--- config.mk ---
export PLATFORM = sky130hd
export DESIGN_NAME = tape_transport_mode_sequencer
export DESIGN_NICKNAME = d
export VERILOG_FILES = /design/src/sv/ttms_pkg.sv /design/src/sv/ttms_step.sv /design/src/sv/tape_transport_mode_sequencer.sv
export SDC_FILE = /design/constraint.sdc
export NUM_CORES = 1
export LEC_CHECK = 0
export ABC_AREA = 1
export BUFFER_PORTS_ARGS = -buffer_cell sky130_fd_sc_hd__buf_4
export CAP_MARGIN = 20
export CORE_MARGIN = 1
export CORE_UTILIZATION = 55
export CTS_CLUSTER_DIAMETER = 60
export DETAILED_ROUTE_END_ITERATION = 10
export PLACE_DENSITY = 0.78
export SYNTH_ARGS = -nofsm -noshare
export SYNTH_HDL_FRONTEND = slang
export SYNTH_SLANG_ARGS = --single-unit
--- constraint.sdc ---
create_clock -name clk -period 3.9 [get_ports clk]
set_input_delay 0.78 -clock clk [delete_from_list [all_inputs] [get_ports clk]]
set_output_delay 0.78 -clock clk [all_outputs]
set_load 0.01 [all_outputs]
--- src/sv/ttms_pkg.sv ---
// Shared types, codes and reset values for the tape transport mode sequencer.
// No dependencies; imported by ttms_step and tape_transport_mode_sequencer.
package ttms_pkg;

  localparam int TICK_COUNT_WIDTH = 16;
  localparam int CFG_WIDTH        = 16;
  localparam int CMP_WIDTH        = (TICK_COUNT_WIDTH > CFG_WIDTH) ? TICK_COUNT_WIDTH
                                                                   : CFG_WIDTH;

  typedef enum logic [3:0] {
    MODE_STOPPED   = 4'd0,
    MODE_PLAY      = 4'd1,
    MODE_FF        = 4'd2,
    MODE_REW       = 4'd3,
    MODE_FF_DOWN   = 4'd4,
    MODE_REW_DOWN  = 4'd5,
    MODE_PLAY_DOWN = 4'd6,
    MODE_IDLE      = 4'd7,
    MODE_GOTO      = 4'd8
  } mode_t;

  typedef logic [2:0] action_t;
  localparam action_t ACT_NONE = 3'd0;
  localparam action_t ACT_PLAY = 3'd1;
  localparam action_t ACT_STOP = 3'd2;
  localparam action_t ACT_FF   = 3'd3;
  localparam action_t ACT_REW  = 3'd4;
  localparam action_t ACT_MEM  = 3'd5;

  typedef logic [1:0] pinch_t;
  localparam pinch_t PINCH_KEEP    = 2'd0;
  localparam pinch_t PINCH_ENGAGE  = 2'd1;
  localparam pinch_t PINCH_RELEASE = 2'd2;

  localparam logic       FUNC_TICK   = 1'b0;
  localparam logic       FUNC_ACTION = 1'b1;

  typedef logic [1:0] cfg_index_t;
  localparam cfg_index_t CFG_PINCH_DELAY    = 2'd0;
  localparam cfg_index_t CFG_WIND_DOWN      = 2'd1;
  localparam cfg_index_t CFG_PLAY_WIND_DOWN = 2'd2;
  localparam cfg_index_t CFG_SPEED_THRESH   = 2'd3;

  localparam logic [15:0] PINCH_DELAY_RESET    = 16'd500;
  localparam logic [15:0] WIND_DOWN_RESET      = 16'd1000;
  localparam logic [15:0] PLAY_WIND_DOWN_RESET = 16'd500;
  localparam logic [14:0] SPEED_THRESH_RESET   = 15'd128;   // 0.5 in Q7.8

  typedef struct packed {
    logic [15:0] pinch_delay_ticks;
    logic [15:0] wind_down_ticks;
    logic [15:0] playback_wind_down_ticks;
    logic [14:0] speed_threshold;
  } cfg_t;

  typedef struct packed {
    mode_t                       mode;
    action_t                     pending;
    logic [TICK_COUNT_WIDTH-1:0] count;
  } state_t;

  typedef struct packed {
    mode_t  mode;
    logic   reel_drives_enabled;
    logic   capstan_enabled;
    pinch_t pinch_command;
    logic   idle_ready;
  } result_t;

endpackage

--- src/sv/ttms_step.sv ---
// Combinational next-state and result logic for one sequencer beat.
// Depends on ttms_pkg for the mode, action, config and state types.
module ttms_step
  import ttms_pkg::*;
(
  input  state_t             cur,
  input  cfg_t               cfg,
  input  logic               func,
  input  logic [2:0]         action_code,
  input  logic signed [15:0] supply_reel_speed,
  input  logic signed [15:0] takeup_reel_speed,
  output state_t             nxt,
  output result_t            res
);

  typedef struct packed {
    mode_t   mode;
    action_t pending;
    logic    entered;
    pinch_t  pinch;
  } act_res_t;

  // Mode transition table for one action.
  function automatic act_res_t apply_action(mode_t m, action_t p, action_t a);
    act_res_t r;
    r.mode    = m;
    r.pending = p;
    r.entered = 1'b0;
    r.pinch   = PINCH_KEEP;
    if (a != ACT_NONE && a <= ACT_MEM) begin
      case (m)
        MODE_STOPPED, MODE_IDLE: begin
          r.entered = 1'b1;
          r.pinch   = PINCH_RELEASE;
          case (a)
            ACT_PLAY: begin
              r.mode  = MODE_PLAY;
              r.pinch = PINCH_KEEP;
            end
            ACT_STOP: r.mode = MODE_STOPPED;
            ACT_FF:   r.mode = MODE_FF;
            ACT_REW:  r.mode = MODE_REW;
            default:  r.mode = MODE_GOTO;
          endcase
        end
        MODE_FF: begin
          if (a != ACT_FF) begin
            r.mode    = MODE_FF_DOWN;
            r.pending = a;
            r.entered = 1'b1;
          end
        end
        MODE_REW: begin
          if (a != ACT_REW) begin
            r.mode    = MODE_REW_DOWN;
            r.pending = a;
            r.entered = 1'b1;
          end
        end
        MODE_PLAY: begin
          if (a != ACT_PLAY) begin
            r.mode    = MODE_PLAY_DOWN;
            r.pending = a;
            r.entered = 1'b1;
            r.pinch   = PINCH_RELEASE;
          end
        end
        MODE_FF_DOWN, MODE_REW_DOWN, MODE_PLAY_DOWN: r.pending = a;
        default: ;
      endcase
    end
    return r;
  endfunction

  localparam logic [TICK_COUNT_WIDTH-1:0] COUNT_MAX = '1;

  logic [CMP_WIDTH-1:0]  count_ext;
  logic [CMP_WIDTH-1:0]  pinch_delay_ext;
  logic [CMP_WIDTH-1:0]  wind_down_ext;
  logic [CMP_WIDTH-1:0]  play_down_ext;
  logic signed [16:0]    th_pos;
  logic signed [16:0]    th_neg;
  logic signed [16:0]    s_ext;
  logic signed [16:0]    t_ext;
  logic                  speeds_ok;
  act_res_t              act_r;
  act_res_t              idle_r;
  logic [TICK_COUNT_WIDTH-1:0] count_base;

  assign count_ext       = CMP_WIDTH'(cur.count);
  assign pinch_delay_ext = CMP_WIDTH'(cfg.pinch_delay_ticks);
  assign wind_down_ext   = CMP_WIDTH'(cfg.wind_down_ticks);
  assign play_down_ext   = CMP_WIDTH'(cfg.playback_wind_down_ticks);

  assign th_pos = signed'({2'b00, cfg.speed_threshold});
  assign th_neg = -th_pos;
  assign s_ext  = 17'(supply_reel_speed);
  assign t_ext  = 17'(takeup_reel_speed);
  assign speeds_ok = (s_ext < th_pos) && (s_ext > th_neg) &&
                     (t_ext < th_pos) && (t_ext > th_neg);

  assign act_r  = apply_action(cur.mode, cur.pending, action_code);
  assign idle_r = apply_action(cur.mode, cur.pending, cur.pending);

  always_comb begin
    nxt            = cur;
    res.pinch_command = PINCH_KEEP;
    res.idle_ready = 1'b0;
    count_base     = cur.count;
    if (func == FUNC_TICK) begin
      case (cur.mode)
        MODE_PLAY: begin
          if (count_ext == pinch_delay_ext) res.pinch_command = PINCH_ENGAGE;
        end
        MODE_FF_DOWN, MODE_REW_DOWN: begin
          if (count_ext >= wind_down_ext) begin
            nxt.mode   = MODE_IDLE;
            count_base = '0;
          end
        end
        MODE_PLAY_DOWN: begin
          if (count_ext >= play_down_ext) begin
            nxt.mode   = MODE_IDLE;
            count_base = '0;
          end
        end
        MODE_IDLE: begin
          if (speeds_ok) begin
            res.idle_ready    = 1'b1;
            res.pinch_command = idle_r.pinch;
            nxt.mode          = idle_r.mode;
            nxt.pending       = ACT_NONE;
            if (idle_r.entered) count_base = '0;
          end
        end
        default: ;
      endcase
      // Saturating tick count, applied after any mode change cleared it.
      nxt.count = (count_base == COUNT_MAX) ? count_base : count_base + 1'b1;
    end else begin
      res.pinch_command = act_r.pinch;
      nxt.mode          = act_r.mode;
      nxt.pending       = act_r.pending;
      if (act_r.entered) nxt.count = '0;
    end
    res.mode                = nxt.mode;
    res.reel_drives_enabled = (nxt.mode != MODE_STOPPED);
    res.capstan_enabled     = (nxt.mode == MODE_PLAY);
  end

endmodule

--- src/sv/tape_transport_mode_sequencer.sv ---
// Tape transport mode sequencer: one result beat for every item beat.
// Each result is registered in the output register, or in the skid entry while that is held.
// Items: one per cycle unless item_stall is high; each mode/count update feeds the next item.
// A two-entry result buffer (output register plus skid) keeps items flowing while a result
// waits; the item side stalls only when both entries hold results.
// Synchronous active-high reset clears state to stopped, no pending action, count zero,
// and loads the register defaults.
module tape_transport_mode_sequencer
  import ttms_pkg::*;
(
  input  logic               clk,
  input  logic               rst,
  // Configuration write port.
  input  logic               cfg_write,
  input  logic [1:0]         cfg_index,
  input  logic [15:0]        cfg_data,
  // Item channel.
  input  logic               item_valid,
  output logic               item_stall,
  input  logic               func,
  input  logic [2:0]         action_code,
  input  logic signed [15:0] supply_reel_speed,
  input  logic signed [15:0] takeup_reel_speed,
  // Result channel.
  output logic               result_valid,
  input  logic               result_stall,
  output logic [3:0]         mode,
  output logic               reel_drives_enabled,
  output logic               capstan_enabled,
  output logic [1:0]         pinch_command,
  output logic               idle_ready
);

  cfg_t    cfg;
  state_t  state;
  state_t  state_next;
  result_t step_res;
  result_t out_reg;
  result_t skid_reg;
  logic    skid_valid;
  logic    item_take;
  logic    result_take;

  // Configuration registers. Writes must arrive only while the block is idle; it does not enforce this.
  always_ff @(posedge clk) begin
    if (rst) begin
      cfg.pinch_delay_ticks        <= PINCH_DELAY_RESET;
      cfg.wind_down_ticks          <= WIND_DOWN_RESET;
      cfg.playback_wind_down_ticks <= PLAY_WIND_DOWN_RESET;
      cfg.speed_threshold          <= SPEED_THRESH_RESET;
    end else if (cfg_write) begin
      case (cfg_index)
        CFG_PINCH_DELAY:    cfg.pinch_delay_ticks        <= cfg_data;
        CFG_WIND_DOWN:      cfg.wind_down_ticks          <= cfg_data;
        CFG_PLAY_WIND_DOWN: cfg.playback_wind_down_ticks <= cfg_data;
        CFG_SPEED_THRESH:   cfg.speed_threshold          <= cfg_data[14:0];
        default: ;
      endcase
    end
  end

  // The whole transition is worked out in one pass from the current state
  // and the item on the ports.
  ttms_step u_step (
    .cur               (state),
    .cfg               (cfg),
    .func              (func),
    .action_code       (action_code),
    .supply_reel_speed (supply_reel_speed),
    .takeup_reel_speed (takeup_reel_speed),
    .nxt               (state_next),
    .res               (step_res)
  );

  // The item side stalls only once the skid entry is taken, so it never
  // waits on the downstream stall combinationally.
  assign item_stall  = skid_valid;
  assign item_take   = item_valid && !item_stall;
  assign result_take = result_valid && !result_stall;

  always_ff @(posedge clk) begin
    if (rst) begin
      state.mode    <= MODE_STOPPED;
      state.pending <= ACT_NONE;
      state.count   <= '0;
    end else if (item_take) begin
      state <= state_next;
    end
  end

  // Result buffer. When the output register is busy and not being drained,
  // the new result parks in the skid entry; the skid drains first.
  always_ff @(posedge clk) begin
    if (rst) begin
      result_valid <= 1'b0;
      skid_valid   <= 1'b0;
    end else if (skid_valid) begin
      if (result_take) begin
        out_reg    <= skid_reg;
        skid_valid <= 1'b0;
      end
    end else if (item_take) begin
      if (!result_valid || result_take) begin
        out_reg      <= step_res;
        result_valid <= 1'b1;
      end else begin
        skid_reg   <= step_res;
        skid_valid <= 1'b1;
      end
    end else if (result_take) begin
      result_valid <= 1'b0;
    end
  end

  assign mode                = out_reg.mode;
  assign reel_drives_enabled = out_reg.reel_drives_enabled;
  assign capstan_enabled     = out_reg.capstan_enabled;
  assign pinch_command       = out_reg.pinch_command;
  assign idle_ready          = out_reg.idle_ready;

endmodule
After elaboration in Yosys (flattened, before gate mapping)
Cells that the tools add are included.
{ "classes": {"add_sub_neg": 2, "n_mul": 0, "n_div": 0, "order_cmp": 8, "eq_ne": 35, "shift": 0, "muxes": 51, "bitwise": 3, "n_reduce_logical": 33} }
{ "ops": {"columns": ["op", "n"], "rows": [
  ["$mux 16", 7],
  ["$pmux 4 s4", 4],
  ["$pmux 16 s3", 1],
  ["$mux 10", 4],
  ["$mux 9", 4],
  ["$gt 16x17->1", 2],
  ["$ge 16x16->1", 2],
  ["$lt 16x16->1", 2],
  ["$mux 8", 4],
  ["$mux 23", 1],
  ["$neg 15->17", 1],
  ["$add 16x1->16 const B", 1],
  ["$eq 16x16->1", 1],
  ["$eq 16x16->1 const B", 1],
  ["$eq 4x3->1 const B", 4],
  ["$ne 3x2->1 const B", 5],
  ["$eq 3x2->1 const B", 4],
  ["$pmux 2 s2", 3],
  ["$pmux 3 s4", 1],
  ["$pmux 4 s3", 1],
  ["$mux 1", 10],
  ["$reduce_and 2->1", 5],
  ["$reduce_bool 2->1", 5],
  ["$pmux 3 s3", 1],
  ["other kinds (29)", 58]
]} }
{ "totals": {"reg_bits": 106, "latchBits": 0, "ram_bits": 0, "rom_bits": 0, "in_bits": 59, "elab_cells": 151, "mem_count": 0} }

Depth between registers and ports, before layout
{ "logic_depth": {"ltp_word": 15, "depth_mapped": 36, "depth_no_buf": 35} }

By module
From an unflattened synthesis, not the netlist that was laid out.
{ "unflattened": {"cells_unflattened": 1318, "area_unflattened_um2": 8629.5} }
{ "modules_own_cells": {"columns": ["module", "instances", "cells_per_inst", "area_per_inst_um2", "seq_area_each_um2"], "rows": [
  ["ttms_step", 1, 783, 4488.1, 0.0],
  ["tape_transport_mode_sequencer", 1, 535, 4141.5, 2302.2]
]} }

Worst setup path before layout
OpenSTA, ideal clock, no wires.
{ "synth_timing": {"path_kind": "register -> register", "start": "register, netlist name cfg[1]", "end": "register state[0] (netlist name)", "setup_time_ps": 70, "arrival_ps": 3972, "setup_slack_ps": -142, "path_stages_with_launch": 30, "n_path_buf": 2, "synth_period_minus_slack_ps": 4042, "path_cell_list": "dfxtp_1 -> inv_1 -> ha_1 -> nand2_1 -> nor2_4 -> nand3_1 -> nor3_1 -> nand3_1 -> xor2_1 -> ha_1 -> nand2_1 -> nor2_1 -> nand4_1 -> nor4_1 -> nand4_1 -> o21a_1 -> nor2_2 -> nor2_2 -> nand3_4 -> buf_6 -> nand2_2 -> a21oi_4 -> ha_1 -> nand3_2 -> nor2_4 -> nand3_2 -> buf_6 -> nand2_1 -> nand3_1 -> a21oi_1"} }
{ "synth_via": {"elab_chain_len": 11, "word_cells_on_any_way": 15, "classes_between": "add/sub: 2; order compare: 4; eq/ne: 1; mux: 5; reduce/logical: 3"} }
{ "synth_lines": {"columns": ["element", "line", "rtl"], "rows": [
  ["$neg 15->17", "ttms_step.sv:96", "assign th_neg = -th_pos;"],
  ["$gt 16x17->1", "ttms_step.sv:99", "assign speeds_ok = (s_ext < th_pos) && (s_ext > th_neg) &&"],
  ["$logic_and 1x1->1 (2 in series)", "ttms_step.sv:99", null],
  ["$logic_and 1x1->1 (*)", "ttms_step.sv:100", "(t_ext < th_pos) && (t_ext > th_neg);"],
  ["$mux 16 (*)", "ttms_step.sv:128", "if (speeds_ok) begin"],
  ["$pmux 16 s3 (*)", "ttms_step.sv:111", "case (cur.mode)"],
  ["$mux 16 (*)", "ttms_step.sv:110", "if (func == FUNC_TICK) begin"],
  ["$add 16x1->16 / $eq 16x16->1 (equally long branches)", "ttms_step.sv:139", "nxt.count = (count_base == COUNT_MAX) ? count_base : count_base + 1'b1;"],
  ["$mux 16 (*)", "ttms_step.sv:139", null],
  ["$mux 23 (*)", "ttms_step.sv:110", null],
  ["to (signal assigned)", "tape_transport_mode_sequencer.sv:87", "state <= state_next;"],
  ["to (decl)", "tape_transport_mode_sequencer.sv:35", "state_t state;"]
]} }
Mark *: on every way between the ends. The rest lies on a longest branch, timed or not. The select of a mux whose other input is x is not followed.
A chain may end at the register's enable or synchronous reset.

Worst setup path after layout
{ "layout_timing": {"start": "register, netlist name cfg[0]", "end": "register state[1] (netlist name)"} }
{ "layout_via": {"elab_chain_len": 11, "word_cells_on_any_way": 15, "classes_between": "add/sub: 2; order compare: 4; eq/ne: 1; mux: 5; reduce/logical: 3"} }
{ "layout_lines": {"columns": ["element", "line"], "rows": [
  ["$neg 15->17", "ttms_step.sv:96"],
  ["$gt 16x17->1", "ttms_step.sv:99"],
  ["$logic_and 1x1->1 (2 in series)", "ttms_step.sv:99"],
  ["$logic_and 1x1->1 (*)", "ttms_step.sv:100"],
  ["$mux 16 (*)", "ttms_step.sv:128"],
  ["$pmux 16 s3 (*)", "ttms_step.sv:111"],
  ["$mux 16 (*)", "ttms_step.sv:110"],
  ["$add 16x1->16 / $eq 16x16->1 (equally long branches)", "ttms_step.sv:139"],
  ["$mux 16 (*)", "ttms_step.sv:139"],
  ["$mux 23 (*)", "ttms_step.sv:110"]
]} }
Marks and branches as above.

==> impl_metrics.toml <==
[setup_path]
slowest_stage = "dfxtp_2"
path_buf_inv = 5
required_ns = 4.20
crit_fanout = 5
critPathLaunchType = "flip-flop"
reg2reg_slack_ns = -0.24
cp-end-kind = "flip-flop"
slowest_delay_ns = 0.33
r2r_cells = 35
crit_type = "flip-flop to flip-flop"
path_delay_family = "simple AND/OR/NAND/NOR gates"
r2r-start = "cfg[0]"
r2r_end = "state[1]"
cp.arrival_ns = 4.44

[clock_tree]
cts-root-buf = "clkbuf_16"
h-tree-depth = 3
cts_tree = "done"
clock_path_buffers = 2
hold_buffers = 0
clkTransAtPathRegs_ns = 0.08
worstSkewPairLatency_ns = 0.37
cts_buffers = 9
numClockSinks = 106

[hold_path]
hp-start = "cfg[26]"
hp-class = "flip-flop to flip-flop"
holdPathEnd = "cfg[26]"
whs_path_depth = 2

[global_route]
grt_pass1_wl_um = 36600
grt_pass1_vias = 7806
grt_usage = 0.311
grt_max_degree = 37
grt_overflow_total = 0
antenna_found_initial = 0

[floorplanning]
fp.dieH_um = 123
die_x_um = 123
dieArea_um2 = 15200
io_pins = 70
core_area_um2 = 14500
initial_core_util = 0.560
rows = 44

[power]
vdd_drop_max_mv = 0.243
power_density_nw_per_um2 = 296
leakagePower_nw = 4.70
switching_power_w = 0.000967
power_frac_clock = 0.328
p_sw_frac = 0.324
seq_power_share = 0.402
p_comb_frac = 0.270
p_int_w = 0.00201

[layout]
num-fill-cells = 1231
layout.nets = 1493
layout_commonest_cell = "nand2_1"
diodes = 0
largest_reg_flops = 63
drive_above_1_share = 0.205
area_delta_synth_final_pct = 23.9
layout_common_cells = "nand2_1, inv_1, buf_4"

[yosys]
synth_seq_cells = 106
synth.distinct_cells = 49
synth_nets = 1355
syn_avg_cell_area_um2 = 6.74
syn_area_um2 = 8120
yosysSeqAreaShare = 0.284
async_flop_share = 0
yosysWarningCount = 0
synth_ff_type = "dfxtp_1"
synth_edf_count = 18
syn_inst = 1204

[sta]
timing.fmax_ghz = 0.242
setup_tns_ns = -3.33
maxSlewViolCount = 0
grt_setup_unrepaired = "yes"
fin_worst_skew_ns = 0.00641
max_slew_margin = 0.530
fin_crit_sh = 1.06
post-route-min-period_ns = 4.14
hold_viol = 0
setup_viol = 19
holdWs_ns = 0.459
worst_pin_slew_ns = 0.703
fin_ws_ns = -0.237

[placed_design]
port_buffers = 69
hpwl_um = 17600
gp_congestion = 0.935
place_ws_ns = -0.156

[status]
violations = "setup timing"
status = "finished, violations left"

[detailed_routing]
vias = 8577
wl_per_cell_um = 15.3
routed_via_density = 5.60
drc_errors = 0
wl_um = 23400
drtAntennaViolNets = 0
drtPass1Iterations = 5
drt-initial-drc-count = 640

[run]
max_cap_violations = 0
[layer usage]
| layer | up-vias | global-route usage | share of wire |
|---|---|---|---|
| li1 | 4288 | - | - |
| met1 | 3907 | 0.392 | 0.43 |
| met2 | 320 | 0.524 | 0.47 |
| met3 | 62 | 0.0480 | 0.066 |
| met4 | 0 | 0.132 | 0.033 |
| met5 | - | 0 | 0 |
[cell usage after synthesis, types with 2 or more instances]
cell,number,share of area
nor2_2,6,0.0046
clkbuf_1,28,0.013
a2111oi_0,4,0.0043
ha_1,92,0.14
nand4_1,16,0.012
nor2_4,4,0.0056
inv_2,5,0.0023
nand3_1,53,0.033
buf_6,2,0.0028
a31oi_1,5,0.0039
a21oi_4,2,0.0040
edfxtp_1,18,0.067
a21oi_1,102,0.063
nand3b_1,2,0.0018
o21ai_0,81,0.050
o22ai_1,5,0.0039
o21ai_1,5,0.0031
o221ai_1,3,0.0032
nor3_1,45,0.028
inv_1,166,0.077
a211oi_1,2,0.0018
nand2_1,266,0.12
nand2_2,7,0.0054
a22o_1,2,0.0022
nor4_1,6,0.0046
clkinv_1,4,0.0018
o21a_1,4,0.0037
dfxtp_1,88,0.22
xor2_1,16,0.017
nand3_2,5,0.0062
nor2_1,125,0.058
o211ai_1,18,0.017
[through the flow]
step | cells | util | instance area (µm²) | power, W
after CTS | 1524 | 0.677 | 9810 | 0.00292
final | 1531 | 0.694 | 10100 | 0.00298
after detailed placement | 1494 | 0.639 | 9260 | 0.00195
after global routing | 1531 | 0.694 | 10100 | 0.00311
after global placement | 1494 | 0.639 | 9260 | 0.00193
after floorplan | 1204 | - | 8140 | 0.00168
[power by group through the flow]
stage | Combinational (W) | Clock, W | Sequential, W
2_1_floorplan | 0.000462 | 0 | 0.00122
3_3_place_gp | 0.000709 | 0 | 0.00122
3_5_place_dp | 0.000728 | 0 | 0.00122
4_1_cts | 0.000754 | 0.000972 | 0.00120
5_1_grt | 0.000896 | 0.00101 | 0.00120
6_report | 0.000805 | 0.000976 | 0.00120
[cell families after synthesis]
logic type                 share of synthesized area
and+or+nand+nor                                0.289
DFF                                            0.284
adders and majority gates                      0.142
AOI/OAI and AO/OA                              0.170
xor gates and xnor gates                      0.0183
buffers and inverters                         0.0967
[worst max path at each step]
stage	from	endpoint	slack, ns	cells past startpoint
global placement	cfg[0]	state[1]	-0.02	30
CTS	cfg[1]	state[3]	-0.12	30
detailed placement	cfg[0]	state[3]	-0.16	30
finish	cfg[0]	state[1]	-0.24	35
global route	cfg[0]	state[1]	-0.47	35
floorplan	cfg[1]	state[0]	0.003	29
[final cells by class]
type | count | area, µm² | share of cell area
clock buffer | 10 | 239 | 0.0238
clock inverter | 6 | 68.8 | 0.00685
inverter | 175 | 657 | 0.0654
multi-input combinational | 894 | 5340 | 0.531
sequential | 106 | 2310 | 0.230
tap | 184 | 230 | 0.0229
timing repair buffer | 156 | 1210 | 0.121
[timing repair]
item,CTS,global route
setup buffers,12,6
pin swaps,27,37
gates cloned,2,0
gates resized for setup,38,55
endpoints found under the setup margin,18,34
[worst min-delay path: cells and delay by family (launching register included)]
kind | cells | cell delay, ns
buffers and inverters | 1 | 0.06
AOI/OAI and AO/OA | 1 | 0.06
DFF | 1 | 0.30
No activity file was read; power rests on OpenSTA's default activity.
